## src/rtl/core/slcp_pkg.sv

```systemverilog
// Shared types and constants of the servo line command parser.
package slcp_pkg;

    // Character codes the parser looks for.
    localparam logic [7:0] CHAR_LF    = 8'h0A;
    localparam logic [7:0] CHAR_SPACE = 8'h20;
    localparam logic [7:0] CHAR_COLON = 8'h3A;
    localparam logic [7:0] CHAR_J     = 8'h4A;
    localparam logic [7:0] CHAR_G     = 8'h47;
    localparam logic [7:0] CHAR_R     = 8'h52;

    // Joints that own an id register; the gripper register follows them.
    localparam int unsigned JOINT_REGS  = 7;
    localparam logic [2:0]  CFG_GRIPPER = 3'd7;

    // Field widths.
    localparam int unsigned ID_W      = 4;
    localparam int unsigned POS_W     = 10;
    localparam int unsigned POS_ACC_W = POS_W + 1;
    localparam int unsigned RESULT_W  = 24;

    localparam logic [ID_W-1:0] ID_SAT = '1;

    // Result status codes.
    typedef enum logic [2:0] {
        ST_RESET    = 3'd0,
        ST_JOINT    = 3'd1,
        ST_GRIPPER  = 3'd2,
        ST_BAD_TYPE = 3'd3,
        ST_BAD_ID   = 3'd4,
        ST_BAD_POS  = 3'd5,
        ST_ID_RANGE = 3'd6,
        ST_FORMAT   = 3'd7
    } status_t;

    // Where in the line the parser stands.
    typedef enum logic [1:0] {
        PH_IDLE = 2'd0,
        PH_ID   = 2'd1,
        PH_POS  = 2'd2
    } phase_t;

    // Running state of the current line.
    typedef struct packed {
        phase_t               phase;
        logic [7:0]           type_char;
        logic [1:0]           char_count;
        logic [ID_W-1:0]      id_value;
        logic                 id_bad;
        logic [POS_ACC_W-1:0] pos_value;
        logic                 pos_bad;
        logic                 pos_seen;
        logic                 space_pending;
    } line_state_t;

    // One result, packed as it leaves on the output stream.
    typedef struct packed {
        logic [POS_W-1:0] position;
        logic [2:0]       joint_index;
        logic [7:0]       servo_id;
        status_t          status;
    } result_t;

endpackage

```

## src/rtl/core/slcp_line_state.sv

```systemverilog
// Per-character state update of the line being parsed.
module slcp_line_state #(
    parameter int unsigned POSITION_MAX = 1000
) (
    input  logic                 clk,
    input  logic                 rst_n,
    input  logic                 byte_take,
    input  logic [7:0]           rx_byte,
    output slcp_pkg::line_state_t line_state
);
    import slcp_pkg::*;

    localparam logic [POS_ACC_W-1:0] POS_SAT = POS_ACC_W'(POSITION_MAX + 1);

    line_state_t       state_reg;
    line_state_t       state_next;
    logic              is_ws;
    logic              is_digit;
    logic [3:0]        digit;
    logic [7:0]        id_ext;
    logic [7:0]        id_mul;
    logic [13:0]       pos_ext;
    logic [13:0]       pos_mul;

    function automatic logic [1:0] sat_inc(input logic [1:0] v);
        sat_inc = (v == 2'd3) ? v : v + 2'd1;
    endfunction

    assign line_state = state_reg;

    // Character classes and the decimal accumulate for both number parts.
    always_comb
    begin
        is_ws    = (rx_byte == CHAR_SPACE) || (rx_byte inside {[8'h09:8'h0D]});
        is_digit = (rx_byte inside {[8'h30:8'h39]});
        digit    = rx_byte[3:0];
        id_ext   = {4'b0000, state_reg.id_value};
        id_mul   = (id_ext << 3) + (id_ext << 1) + {4'b0000, digit};
        pos_ext  = {3'b000, state_reg.pos_value};
        pos_mul  = (pos_ext << 3) + (pos_ext << 1) + {10'd0, digit};
    end

    // Next line state.
    always_comb
    begin
        state_next = state_reg;
        if (byte_take)
        begin
            if (rx_byte == CHAR_LF)
            begin
                state_next = '0;
            end
            else if (is_ws)
            begin
                if (state_reg.phase != PH_IDLE)
                begin
                    state_next.space_pending = 1'b1;
                end
            end
            else if (state_reg.phase == PH_IDLE)
            begin
                state_next.type_char  = rx_byte;
                state_next.char_count = 2'd1;
                state_next.phase      = (rx_byte == CHAR_COLON) ? PH_POS : PH_ID;
            end
            else
            begin
                // Whitespace held back turns out to sit inside the line.
                if (state_reg.space_pending)
                begin
                    state_next.char_count    = sat_inc(state_reg.char_count);
                    state_next.space_pending = 1'b0;
                    if (state_reg.phase == PH_ID)
                    begin
                        state_next.id_bad = 1'b1;
                    end
                    else if (state_reg.phase == PH_POS)
                    begin
                        state_next.pos_bad = 1'b1;
                    end
                end
                state_next.char_count = sat_inc(state_next.char_count);

                case (state_reg.phase)
                    PH_ID:
                    begin
                        if (rx_byte == CHAR_COLON)
                        begin
                            state_next.phase = PH_POS;
                        end
                        else if (is_digit)
                        begin
                            state_next.id_value = (id_mul > {4'b0000, ID_SAT}) ?
                                                  ID_SAT : id_mul[ID_W-1:0];
                        end
                        else
                        begin
                            state_next.id_bad = 1'b1;
                        end
                    end
                    PH_POS:
                    begin
                        state_next.pos_seen = 1'b1;
                        if (is_digit)
                        begin
                            state_next.pos_value = (pos_mul > {3'b000, POS_SAT}) ?
                                                   POS_SAT : pos_mul[POS_ACC_W-1:0];
                        end
                        else
                        begin
                            state_next.pos_bad = 1'b1;
                        end
                    end
                    default:
                    begin
                        state_next.pos_seen = state_reg.pos_seen;
                    end
                endcase
            end
        end
    end

    // Line state register.
    always_ff @(posedge clk or negedge rst_n)
    begin
        if (!rst_n)
        begin
            state_reg <= '0;
        end
        else
        begin
            state_reg <= state_next;
        end
    end

endmodule

```

## src/rtl/core/slcp_decode.sv

```systemverilog
// Decision of the status, servo id and position at the end of a line.
module slcp_decode #(
    parameter int unsigned NUM_JOINTS   = 7,
    parameter int unsigned POSITION_MAX = 1000
) (
    input  slcp_pkg::line_state_t                      line_state,
    input  logic [slcp_pkg::JOINT_REGS-1:0][7:0]       joint_ids,
    input  logic [7:0]                                 gripper_id,
    output slcp_pkg::result_t                          result
);
    import slcp_pkg::*;

    localparam logic [POS_ACC_W-1:0] POS_LIMIT = POS_ACC_W'(POSITION_MAX);
    localparam logic [ID_W-1:0]      JOINT_LIM = ID_W'(NUM_JOINTS);
    localparam logic [ID_W-1:0]      REGS_LIM  = ID_W'(JOINT_REGS);

    logic [POS_W-1:0] pos_clamped;
    logic [7:0]       joint_sid;
    logic             type_j;
    logic             type_g;

    // Clamped position and the id register of the addressed joint.
    always_comb
    begin
        pos_clamped = (line_state.pos_value > POS_LIMIT) ?
                      POS_W'(POSITION_MAX) : line_state.pos_value[POS_W-1:0];
        joint_sid   = (line_state.id_value < REGS_LIM) ?
                      joint_ids[line_state.id_value[2:0]] : 8'd0;
        type_j      = (line_state.type_char == CHAR_J);
        type_g      = (line_state.type_char == CHAR_G);
    end

    // Checks in priority order.
    always_comb
    begin
        result = '0;
        if (line_state.type_char == CHAR_R && line_state.char_count == 2'd1)
        begin
            result.status = ST_RESET;
        end
        else if (line_state.phase != PH_POS || !line_state.pos_seen)
        begin
            result.status = ST_FORMAT;
        end
        else if (!type_j && !type_g)
        begin
            result.status = ST_BAD_TYPE;
        end
        else if (line_state.id_bad)
        begin
            result.status = ST_BAD_ID;
        end
        else if (line_state.pos_bad)
        begin
            result.status = ST_BAD_POS;
        end
        else if (type_j && line_state.id_value < JOINT_LIM)
        begin
            result.status      = ST_JOINT;
            result.joint_index = line_state.id_value[2:0];
            result.servo_id    = joint_sid;
            result.position    = pos_clamped;
        end
        else if (type_g)
        begin
            result.status   = ST_GRIPPER;
            result.servo_id = gripper_id;
            result.position = pos_clamped;
        end
        else
        begin
            result.status = ST_ID_RANGE;
        end
    end

endmodule

```

## src/rtl/core/servo_line_command_parser.sv

```systemverilog
// Top level of the servo line command parser: id registers, parser and result register.
//
//  channel  | signals                          | payload
//  ---------+----------------------------------+------------------------------------------
//  s (in)   | s_tvalid, s_tready, s_tdata[7:0] | rx_byte
//  m (out)  | m_tvalid, m_tready, m_tdata[23:0]| status, servo_id, joint_index, position
//  cfg      | cfg_wr_en, cfg_addr, cfg_wdata   | joint0..6 ids, gripper id
//
// One byte is taken per cycle while s_tready is high; a result appears the cycle after its newline.
// The single result register sets the pace: a byte is refused only while a
// result waits and the output is stalled.
// Reset puts the id registers to 1..8 and clears the line state.
module servo_line_command_parser #(
    parameter int unsigned NUM_JOINTS   = 7,
    parameter int unsigned POSITION_MAX = 1000
) (
    input  logic        clk,
    input  logic        rst_n,
    // Received character: rx_byte[7:0].
    input  logic        s_tvalid,
    output logic        s_tready,
    input  logic [7:0]  s_tdata,
    // Result: status[2:0], servo_id[10:3], joint_index[13:11], position[23:14].
    output logic        m_tvalid,
    input  logic        m_tready,
    output logic [23:0] m_tdata,
    input  logic        cfg_wr_en,
    input  logic [2:0]  cfg_addr,
    input  logic [7:0]  cfg_wdata
);
    import slcp_pkg::*;

    logic [JOINT_REGS-1:0][7:0] joint_id_reg;
    logic [7:0]                 gripper_id_reg;
    line_state_t                line_state;
    result_t                    result;
    result_t                    result_reg;
    logic                       m_valid_reg;
    logic                       byte_take;
    logic                       emit;

    assign s_tready  = !m_valid_reg || m_tready;
    assign byte_take = s_tvalid && s_tready;
    assign emit      = byte_take && (s_tdata == CHAR_LF) && (line_state.phase != PH_IDLE);
    assign m_tvalid  = m_valid_reg;
    assign m_tdata   = {result_reg.position, result_reg.joint_index,
                        result_reg.servo_id, result_reg.status};

    // Servo id registers.
    always_ff @(posedge clk or negedge rst_n)
    begin
        if (!rst_n)
        begin
            for (int i = 0; i < JOINT_REGS; i++)
            begin
                joint_id_reg[i] <= 8'(i + 1);
            end
            gripper_id_reg <= 8'd8;
        end
        else if (cfg_wr_en)
        begin
            if (cfg_addr == CFG_GRIPPER)
            begin
                gripper_id_reg <= cfg_wdata;
            end
            else
            begin
                joint_id_reg[cfg_addr] <= cfg_wdata;
            end
        end
    end

    slcp_line_state #(
        .POSITION_MAX (POSITION_MAX)
    ) u_line_state (
        .clk        (clk),
        .rst_n      (rst_n),
        .byte_take  (byte_take),
        .rx_byte    (s_tdata),
        .line_state (line_state)
    );

    slcp_decode #(
        .NUM_JOINTS   (NUM_JOINTS),
        .POSITION_MAX (POSITION_MAX)
    ) u_decode (
        .line_state (line_state),
        .joint_ids  (joint_id_reg),
        .gripper_id (gripper_id_reg),
        .result     (result)
    );

    // Result register: loaded at a newline that ends a non-empty line, emptied when the request is taken.
    always_ff @(posedge clk or negedge rst_n)
    begin
        if (!rst_n)
        begin
            m_valid_reg <= 1'b0;
        end
        else if (emit)
        begin
            m_valid_reg <= 1'b1;
        end
        else if (m_tready)
        begin
            m_valid_reg <= 1'b0;
        end
    end

    always_ff @(posedge clk)
    begin
        if (emit)
        begin
            result_reg <= result;
        end
    end

endmodule

```

## config.mk

```make
export PLATFORM = sky130hd
export DESIGN_NAME = servo_line_command_parser
export DESIGN_NICKNAME = d
export VERILOG_FILES = /design/src/rtl/core/slcp_pkg.sv /design/src/rtl/core/slcp_line_state.sv /design/src/rtl/core/slcp_decode.sv /design/src/rtl/core/servo_line_command_parser.sv
export SDC_FILE = /design/constraint.sdc
export NUM_CORES = 1
export LEC_CHECK = 0
export BUFFER_PORTS_ARGS = -buffer_cell sky130_fd_sc_hd__buf_4
export CAP_MARGIN = 20
export CORE_MARGIN = 10
export CORE_UTILIZATION = 45
export DETAILED_ROUTE_END_ITERATION = 12
export GPL_ROUTABILITY_DRIVEN = 0
export PLACE_DENSITY = 0.64
export SYNTH_ARGS = -nofsm -noshare
export SYNTH_HDL_FRONTEND = slang
export SYNTH_SLANG_ARGS = --single-unit
```

## constraint.sdc

```tcl
create_clock -name clk -period 3.6 [get_ports clk]
set_input_delay 0.72 -clock clk [delete_from_list [all_inputs] [get_ports clk]]
set_output_delay 0.72 -clock clk [all_outputs]
set_load 0.1 [all_outputs]
```

==> flow_summary.toml, run 1 <==
[synthesis]
yosysTopAreaCell = "dfrtp_1"
syn_area_per_cell_sq_um = 12.2
synthArstFlopShare = 0.800
synth_edf_count = 24
synth_top_flop_cell = "dfrtp_1"
synthesis.area_sq_um = 6260
synthTopCellsByArea = "dfrtp_1 (33%), mux2_2 (14%), edfxtp_1 (12%)"
synth.top_cell.area_share = 0.332
synth_cells = 512
synth.distinct_cells = 62
synth_warnings = 0
syn-num-nets = 568
ys_ff_latch = 120
yosysSeqAreaShare = 0.501

[finish]
multi_input_area_sq_um = 2960
fill_cells = 1225
syn_to_final_growth_pct = 20.0
largest_reg_flops = 56
nNetsFinal = 631
num_antenna_cells = 0
final_util = 0.545
ff_latch_area_sq_um = 3140
drive_gt1_frac = 0.349
stdcell_count = 768

[floorplanning]
fp.dieW_microns = 138
num_rows = 43
die_area_sq_um = 19000
start_util = 0.454
coreArea_sq_um = 13800
io_pins = 50
die_y_microns = 138

[timing]
slew_headroom = 0.374
whs_ps = 320
drv_slew = 0
fin_ws_ps = 362
post-route-period-util = 0.899
rsz0062_at_grt = "no"
clock_skew_ps = 9.00
max_freq_mhz = 309
hold_viol = 0
fin_crit_ps = 3240
max_slew.worst_pin.slew_ps = 935
setup_viol = 0

[route]
drtIter0Drc = 372
wl_microns = 14200
antenna_left = 0
vias_per_cell = 5.73
drt_first_pass_iters = 4
remaining_drc_errors = 0
routed_wire_length_per_instance_microns = 18.5
num_vias = 4403

[power]
vdd_drop_max_v = 0.000522
power.density_nw_per_um2 = 566
leakage_nw = 3.17
power_mw = 4.25

[worst_hold_path]
hp-class = "in2async"

[setup_path]
worst_path_dominant_cell_family = "compound AO/OA/AOI/OAI gates"
worstSetupEndpointType = "flip-flop"
critical_path_class = "in2reg"
crit_chain = "buf_4 > inv_1 > fa_1 > inv_1 > ha_1 > a21o_1 > nand4_1 > a211oi_1 > o41ai_1 > xor2_1 > a31oi_1 > a211o_1"
critPathLaunchType = "input port"
cp.arrival_ps = 3540
critPathRequiredTime_ps = 3900
crit_path_top_delay_cell = "fa_1"
path_buf_inv = 3
crit_path_max_fanout = 7
max_stage_delay_ps = 600
crit_top_cell = "inv_1"

[global_routing]
gr-usage-all-layers = 0.161
grt_pass1_vias = 4618
grt_pass1_wl_microns = 23700
antenna_found_initial = 0
grt_overflow = 0
grt_max_degree = 52

[clock_tree]
cts_root_buf = "clkbuf_16"
ctsHoldBuffers = 0
cts_resized = 0
cts_num_sinks = 120
clk_pin_slew_ps = 50
ctsLongestPathBuffers = 2
h-tree-depth = 4
post-cts-setup-buffer-count = 0
cts_made_buffers = 17
clkLatencyLatePin_ps = 430
cts_tree = "built"

[placement]
port_buffers = 49
place_ws_ps = -52.7
dp.cells = 736
post-dp-hpwl_microns = 10200

[run]
drv_cap = 0

[status]
status = "completed"
## report_power, final
part / switching [mW] / internal [mW]
Clock: 0.612 / 1.15
Sequential: 0.153 / 1.61
Combinational: 0.324 / 0.396
## synth_stat cells (2+ instances only)
| cell | n |
|---|---|
| a211o_1 | 4 |
| a211oi_1 | 2 |
| a21o_1 | 4 |
| a21oi_1 | 18 |
| a221o_1 | 11 |
| a22o_1 | 2 |
| a22oi_1 | 2 |
| a31oi_1 | 4 |
| and2_1 | 7 |
| buf_2 | 4 |
| clkbuf_1 | 12 |
| dfrtp_1 | 83 |
| dfstp_2 | 13 |
| edfxtp_1 | 24 |
| fa_1 | 4 |
| ha_1 | 28 |
| inv_1 | 22 |
| mux2_2 | 79 |
| mux4_2 | 8 |
| nand2_1 | 20 |
| nand2b_1 | 4 |
| nand3_1 | 9 |
| nand3b_1 | 2 |
| nand4_1 | 4 |
| nand4b_1 | 3 |
| nor2_1 | 39 |
| nor2b_1 | 3 |
| nor3_1 | 9 |
| nor3b_1 | 3 |
| nor3b_2 | 2 |
| nor4_1 | 5 |
| o211ai_1 | 13 |
| o21a_1 | 2 |
| o21ai_0 | 21 |
| o21bai_1 | 3 |
| o31ai_1 | 4 |
| o41ai_1 | 2 |
| or3_1 | 4 |
| xnor2_1 | 4 |
| xor2_1 | 3 |
## path summary, 6_finish.rpt
| kind | start | end | slack, ps | depth (start not counted) |
|---|---|---|---|---|
| max | s_tdata[3] | u_line_state.line_state[12] | 360 | 12 |
| min | rst_n | m_tvalid | 320 | 1 |
| max reg2reg | u_line_state.line_state[3] | u_line_state.line_state[12] | 410 | 10 |
| min reg2reg | u_line_state.line_state[1] | u_line_state.line_state[1] | 500 | 2 |
| max in group asynchronous | rst_n | joint_id_reg[0] | 2440 | 2 |
| min in group clk | u_line_state.line_state[1] | u_line_state.line_state[1] | 500 | 2 |
## layout make-up
| cell class | count | share of cell area |
|---|---|---|
| inverters | 22 | 0.0110 |
| well taps | 180 | 0.0300 |
| clock inverters | 9 | 0.0145 |
| clock buffers | 23 | 0.0691 |
| multi-input cells | 353 | 0.395 |
| flip-flops and latches | 120 | 0.418 |
| repair buffers | 61 | 0.0626 |
## kinds of logic after synthesis
kind of cell,Yosys count,synth area share
xor gates and xnor gates,7,0.00979
AOI/OAI and AO/OA,100,0.111
and+or+nand+nor,127,0.112
DFF,120,0.501
muxes,87,0.171
buffers and inverters,39,0.0254
adders and majority gates,32,0.0688
## stage by stage
stage          setup TNS, ps  instance area, sq um
2_1_floorplan              0                  6260
3_3_place_gp               0                  6880
3_5_place_dp            -246                  6880
4_1_cts                    0                  7510
5_1_grt                    0                  7510
6_report                   0                  7510
## layer usage
metal,wire length [microns],GRT usage
met4,268,0.0660
met1,6260,0.196
met3,764,0.0518
met2,6900,0.257
met5,0,0
## cells in the final DEF (no fill, tap or decap), types with 3 or more instances in the layout
cell type | Yosys | final
nand4b_1 | 3 | 3
fa_1 | 4 | 4
and2_1 | 7 | 7
clkbuf_8 | 0 | 5
nand2_1 | 20 | 20
inv_1 | 22 | 22
nand4_1 | 4 | 4
dfrtp_1 | 83 | 83
mux4_2 | 8 | 8
or3_1 | 4 | 4
dfstp_2 | 13 | 13
a21o_1 | 4 | 4
xnor2_1 | 4 | 4
o211ai_1 | 13 | 13
nor2_1 | 39 | 38
o21bai_1 | 3 | 3
mux2_2 | 79 | 79
clkbuf_16 | 0 | 18
nand3_1 | 9 | 9
a21oi_1 | 18 | 18
nor4_1 | 5 | 5
a221o_1 | 11 | 11
buf_4 | 0 | 60
a211o_1 | 4 | 4
nor3b_1 | 3 | 3
o21ai_0 | 21 | 21
nand2b_1 | 4 | 4
nor2b_1 | 3 | 3
edfxtp_1 | 24 | 24
xor2_1 | 3 | 3
a31oi_1 | 4 | 4
nor3_1 | 9 | 9
ha_1 | 28 | 28
o31ai_1 | 4 | 4
Power figures use the tool's default switching activity.
==> run 2: changes to the inputs <==
--- a/config.mk
+++ b/config.mk
@@ -8,10 +8,11 @@
 export BUFFER_PORTS_ARGS = -buffer_cell sky130_fd_sc_hd__buf_4
 export CAP_MARGIN = 20
 export CORE_MARGIN = 10
-export CORE_UTILIZATION = 45
+export CORE_UTILIZATION = 60
 export DETAILED_ROUTE_END_ITERATION = 12
 export GPL_ROUTABILITY_DRIVEN = 0
-export PLACE_DENSITY = 0.64
+export GPL_TIMING_DRIVEN = 1
+export PLACE_DENSITY = 0.81
 export SYNTH_ARGS = -nofsm -noshare
 export SYNTH_HDL_FRONTEND = slang
 export SYNTH_SLANG_ARGS = --single-unit
==> flow_summary.toml, run 2 (synthesis gave the netlist of run 1 again) <==
[setup_path]
critPathRequiredTime_ps = 3970
crit_chain = "inv_1 > fa_1 > fa_1 > nor2b_1 > nand3_1 > a31oi_2 > o221ai_1 > a22oi_1 > nand3_1 > o41ai_1"
critPathLaunchType = "flip-flop"
worst_path_dominant_cell_family = "compound AO/OA/AOI/OAI gates"
critical_path_class = "reg2reg"
r2r_start = "u_line_state.line_state[3]"
worstSetupEndpointType = "flip-flop"
cp.arrival_ps = 3780
path_buf_inv = 1
path_depth = 10
crit_path_max_fanout = 4
r2r_end = "u_line_state.line_state[7]"
max_stage_delay_ps = 530
crit_path_top_delay_cell = "o41ai_1"
rr_worst_depth = 10
rrSetupSlack_ps = 190

[timing]
whs_ps = 234
hold_viol = 0
rsz0062_at_grt = "no"
setup_viol = 0
drv_slew = 0
post-route-period-util = 0.947
slew_headroom = 0.352
clock_skew_ps = 7.74
fin_ws_ps = 191
max_freq_mhz = 293
fin_crit_ps = 3410
max_slew.worst_pin.slew_ps = 970

[clock_tree]
cts_made_buffers = 17
ctsHoldBuffers = 0
clkLatencyLatePin_ps = 530
ctsLongestPathBuffers = 2
cts_root_buf = "clkbuf_8"
h-tree-depth = 4
post-cts-setup-buffer-count = 0
cts_tree = "built"
cts_resized = 0
cts_num_sinks = 120
clk_pin_slew_ps = 60

[placement]
port_buffers = 49
post-dp-hpwl_microns = 9910
place_ws_ps = -31.8
dp.cells = 690

[global_routing]
grt_max_degree = 97
antenna_found_initial = 0
grt_pass1_vias = 4786
grt_overflow = 0
gr-usage-all-layers = 0.203
grt_pass1_wl_microns = 23700

[route]
drtIter0Drc = 454
wl_microns = 14500
vias_per_cell = 6.20
antenna_left = 0
remaining_drc_errors = 0
routed_wire_length_per_instance_microns = 20.0
drt_first_pass_iters = 5
num_vias = 4480

[power]
power.density_nw_per_um2 = 575
power_mw = 4.27
leakage_nw = 3.16
vdd_drop_max_v = 0.000451

[finish]
syn_to_final_growth_pct = 18.8
fill_cells = 684
largest_reg_flops = 56
num_antenna_cells = 0
final_cell_mix = "dfrtp_1 (83), mux2_2 (79), buf_4 (58)"
drive_gt1_frac = 0.341
final_util = 0.727
final_common_cell = "dfrtp_1"
stdcell_count = 722
nNetsFinal = 629

[worst_hold_path]
hp-class = "in2async"

[floorplanning]
coreArea_sq_um = 10200
num_rows = 37
start_util = 0.612
fp.dieW_microns = 122
die_area_sq_um = 14900
die_y_microns = 122
io_pins = 50

[status]
status = "completed"

[run]
drv_cap = 0
## run 2: changes by cell type in the layout (fill, tap and decap cells not counted), moves of 2 or more
| cell | previous run | this run |
|---|---|---|
| clkbuf_8 | 5 | 1 |
| bufinv_16 | 2 | 4 |
| clkbuf_1 | 0 | 2 |
| clkinv_1 | 0 | 2 |
| buf_4 | 60 | 58 |
## run 2: per-stage QoR
| step | instance area [sq um] | TNS, ps |
|---|---|---|
| detailed placement | 6810 | -116 |
| global placement | 6810 | 0 |
| finish | 7440 | 0 |
| CTS | 7430 | 0 |
| global route | 7440 | 0 |
| floorplan | 6260 | 0 |
## run 2: layout make-up
cell class              count  area, sq um  share of cell area
multi-input cells         353         2970               0.399
repair buffers             59          455              0.0612
clock inverters            12          171              0.0231
well taps                 136          170              0.0229
clock buffers              20          447              0.0601
flip-flops and latches    120         3140               0.422
inverters                  22         82.6              0.0111
## run 2: metal layers
metal | vias to the layer above | global-route usage | routed length, microns
li1 | 2045 | - | -
met1 | 2228 | 0.225 | 5840
met2 | 168 | 0.346 | 7310
met3 | 39 | 0.0652 | 890
met4 | 0 | 0.0994 | 424
met5 | - | 0 | 0
## run 2: worst max-delay path by stage
| stage | from | endpoint | slack, ps |
|---|---|---|---|
| floorplan | m_tvalid | m_tdata[0] | 280 |
| global placement | s_tdata[3] | u_line_state.line_state[12] | 110 |
| detailed placement | s_tdata[3] | u_line_state.line_state[10] | -30 |
| CTS | u_line_state.line_state[3] | u_line_state.line_state[7] | 190 |
| global route | u_line_state.line_state[3] | u_line_state.line_state[7] | 80 |
| finish | u_line_state.line_state[3] | u_line_state.line_state[7] | 190 |
## run 2: where the power goes
group	leakage (nW)	switching (mW)	internal, mW
Combinational	1.50	0.325	0.398
Clock	0.299	0.616	1.16
Sequential	1.36	0.157	1.61
Total	3.16	1.10	3.17
==> run 3: changes to the inputs <==
--- a/config.mk
+++ b/config.mk
@@ -9,10 +9,12 @@
 export CAP_MARGIN = 20
 export CORE_MARGIN = 10
 export CORE_UTILIZATION = 60
+export CTS_BUF_LIST = sky130_fd_sc_hd__clkbuf_16
 export DETAILED_ROUTE_END_ITERATION = 12
 export GPL_ROUTABILITY_DRIVEN = 0
 export GPL_TIMING_DRIVEN = 1
 export PLACE_DENSITY = 0.81
+export SETUP_SLACK_MARGIN = 0.4
 export SYNTH_ARGS = -nofsm -noshare
 export SYNTH_HDL_FRONTEND = slang
 export SYNTH_SLANG_ARGS = --single-unit
==> flow_summary.toml, run 3 (synthesis gave the netlist of run 1 again) <==
[finish]
largest_reg_flops = 56
nNetsFinal = 636
final_util = 0.738
fin_area_sq_um = 7550
syn_to_final_growth_pct = 20.6
final_cell_mix = "dfrtp_1 (83), mux2_2 (79), buf_4 (64)"
drive_gt1_frac = 0.366
stdcell_count = 729
num_antenna_cells = 0
final_common_cell = "dfrtp_1"

[power]
netSwitchingFraction = 0.260
combPwrFrac = 0.177
power.density_nw_per_um2 = 554
switchingPower_mw = 1.09
leakage_nw = 3.20
seqPwrFrac = 0.427
internal-power_mw = 3.10
power_mw = 4.18
vdd_drop_max_v = 0.000393
p_clk_frac = 0.396

[clock_tree]
cts_tree = "built"
clk_pin_slew_ps = 50
cts_num_sinks = 120
cts_made_buffers = 17
h-tree-depth = 4
ctsLongestPathBuffers = 2
clkLatencyLatePin_ps = 410
cts_root_buf = "clkbuf_16"
ctsHoldBuffers = 0

[timing]
drv_slew = 0
setup_viol = 0
fin_ws_ps = 476
hold_viol = 0
slew_headroom = 0.403
fin_setup_tns_ps = 0
fin_crit_ps = 3120
post-route-period-util = 0.868
whs_ps = 315
clock_skew_ps = 9.98
max_slew.worst_pin.slew_ps = 887
max_freq_mhz = 320
rsz0062_at_grt = "no"

[route]
routed_wire_length_per_instance_microns = 21.5
drtIter0Drc = 535
num_vias = 4661
remaining_drc_errors = 0
drt_first_pass_iters = 5
wl_microns = 15700
antenna_left = 0
vias_per_cell = 6.39

[placement]
port_buffers = 49
dp.cells = 692
dpl-instance-area_sq_um = 6810
place_ws_ps = -105
post-dp-hpwl_microns = 10200

[setup_path]
cp.arrival_ps = 3400
critPathLaunchType = "flip-flop"
path_buf_inv = 1
worst_path_dominant_cell_family = "compound AO/OA/AOI/OAI gates"
critPathRequiredTime_ps = 3880
worstSetupEndpointType = "flip-flop"
critical_path_class = "reg2reg"
crit_start = "u_line_state.line_state[5]"
crit_chain = "ha_1 > ha_1 > a21o_1 > a21oi_4 > a211oi_2 > o41ai_2 > xor2_1 > buf_4 > a31oi_4 > a221o_1"
crit_path_top_delay_cell = "dfrtp_1"
crit_top_cell = "ha_1"
max_stage_delay_ps = 420
crit_path_max_fanout = 7
r2r_start = "u_line_state.line_state[5]"

[worst_hold_path]
hp-class = "in2async"

[floorplanning]
die_area_sq_um = 14900
coreArea_sq_um = 10200
fp.dieW_microns = 122
start_util = 0.612
die_y_microns = 122
num_rows = 37
io_pins = 50

[global_routing]
antenna_found_initial = 0
grt_max_degree = 94
gr-usage-all-layers = 0.212
grt_overflow = 0
grt_pass1_wl_microns = 25000
grt_pass1_vias = 4828

[status]
status = "completed"

[run]
drv_cap = 0
## run 3: layout make-up
type,count,area (sq um)
timing repair buffer,66,519
clock buffer,19,475
tap,136,170
fill,651,2680
sequential,120,3140
multi-input combinational,353,3050
clock inverter,13,108
inverter,22,85.1
## run 3: power groups by stage
stage | combinational (mW) | sequential [mW] | clock [mW]
2_1_floorplan | 0.566 | 1.72 | 0
4_1_cts | 0.732 | 1.78 | 1.67
3_5_place_dp | 0.715 | 1.80 | 0
3_3_place_gp | 0.680 | 1.78 | 0
5_1_grt | 0.814 | 1.81 | 1.74
6_report | 0.741 | 1.79 | 1.65
## run 3: repair_timing
| item | CTS | global route |
|---|---|---|
| pin swaps | 3 | 9 |
| endpoints found under the setup margin | 8 | 10 |
| gates resized for setup | 7 | 13 |
| buffers inserted | 2 | 2 |
## run 3: worst register-to-register path, delay by kind of cell, from the launching register on
kind,cells,cell delay [ps]
adder cells (fa/ha/maj),2,710
flip-flops,1,420
XOR/XNOR,1,250
buffers and inverters,1,160
AO/OA/AOI/OAI,6,1450
## run 3: final timing paths
path | endpoint | slack, ps | cells after the start
max | u_line_state.line_state[9] | 480 | 10
min | u_line_state.line_state[22] | 320 | 1
max reg2reg | u_line_state.line_state[9] | 480 | 10
min reg2reg | gripper_id_reg[4] | 500 | 1
max in group asynchronous | joint_id_reg[42] | 2420 | 3
min in group clk | gripper_id_reg[4] | 500 | 1
## run 3: metal layers
metal	global-route usage	part of all wire	vias up
met5	0	0	-
met4	0.0707	0.020	0
met3	0.0532	0.076	31
met2	0.361	0.52	223
met1	0.257	0.38	2353
li1	-	-	2054
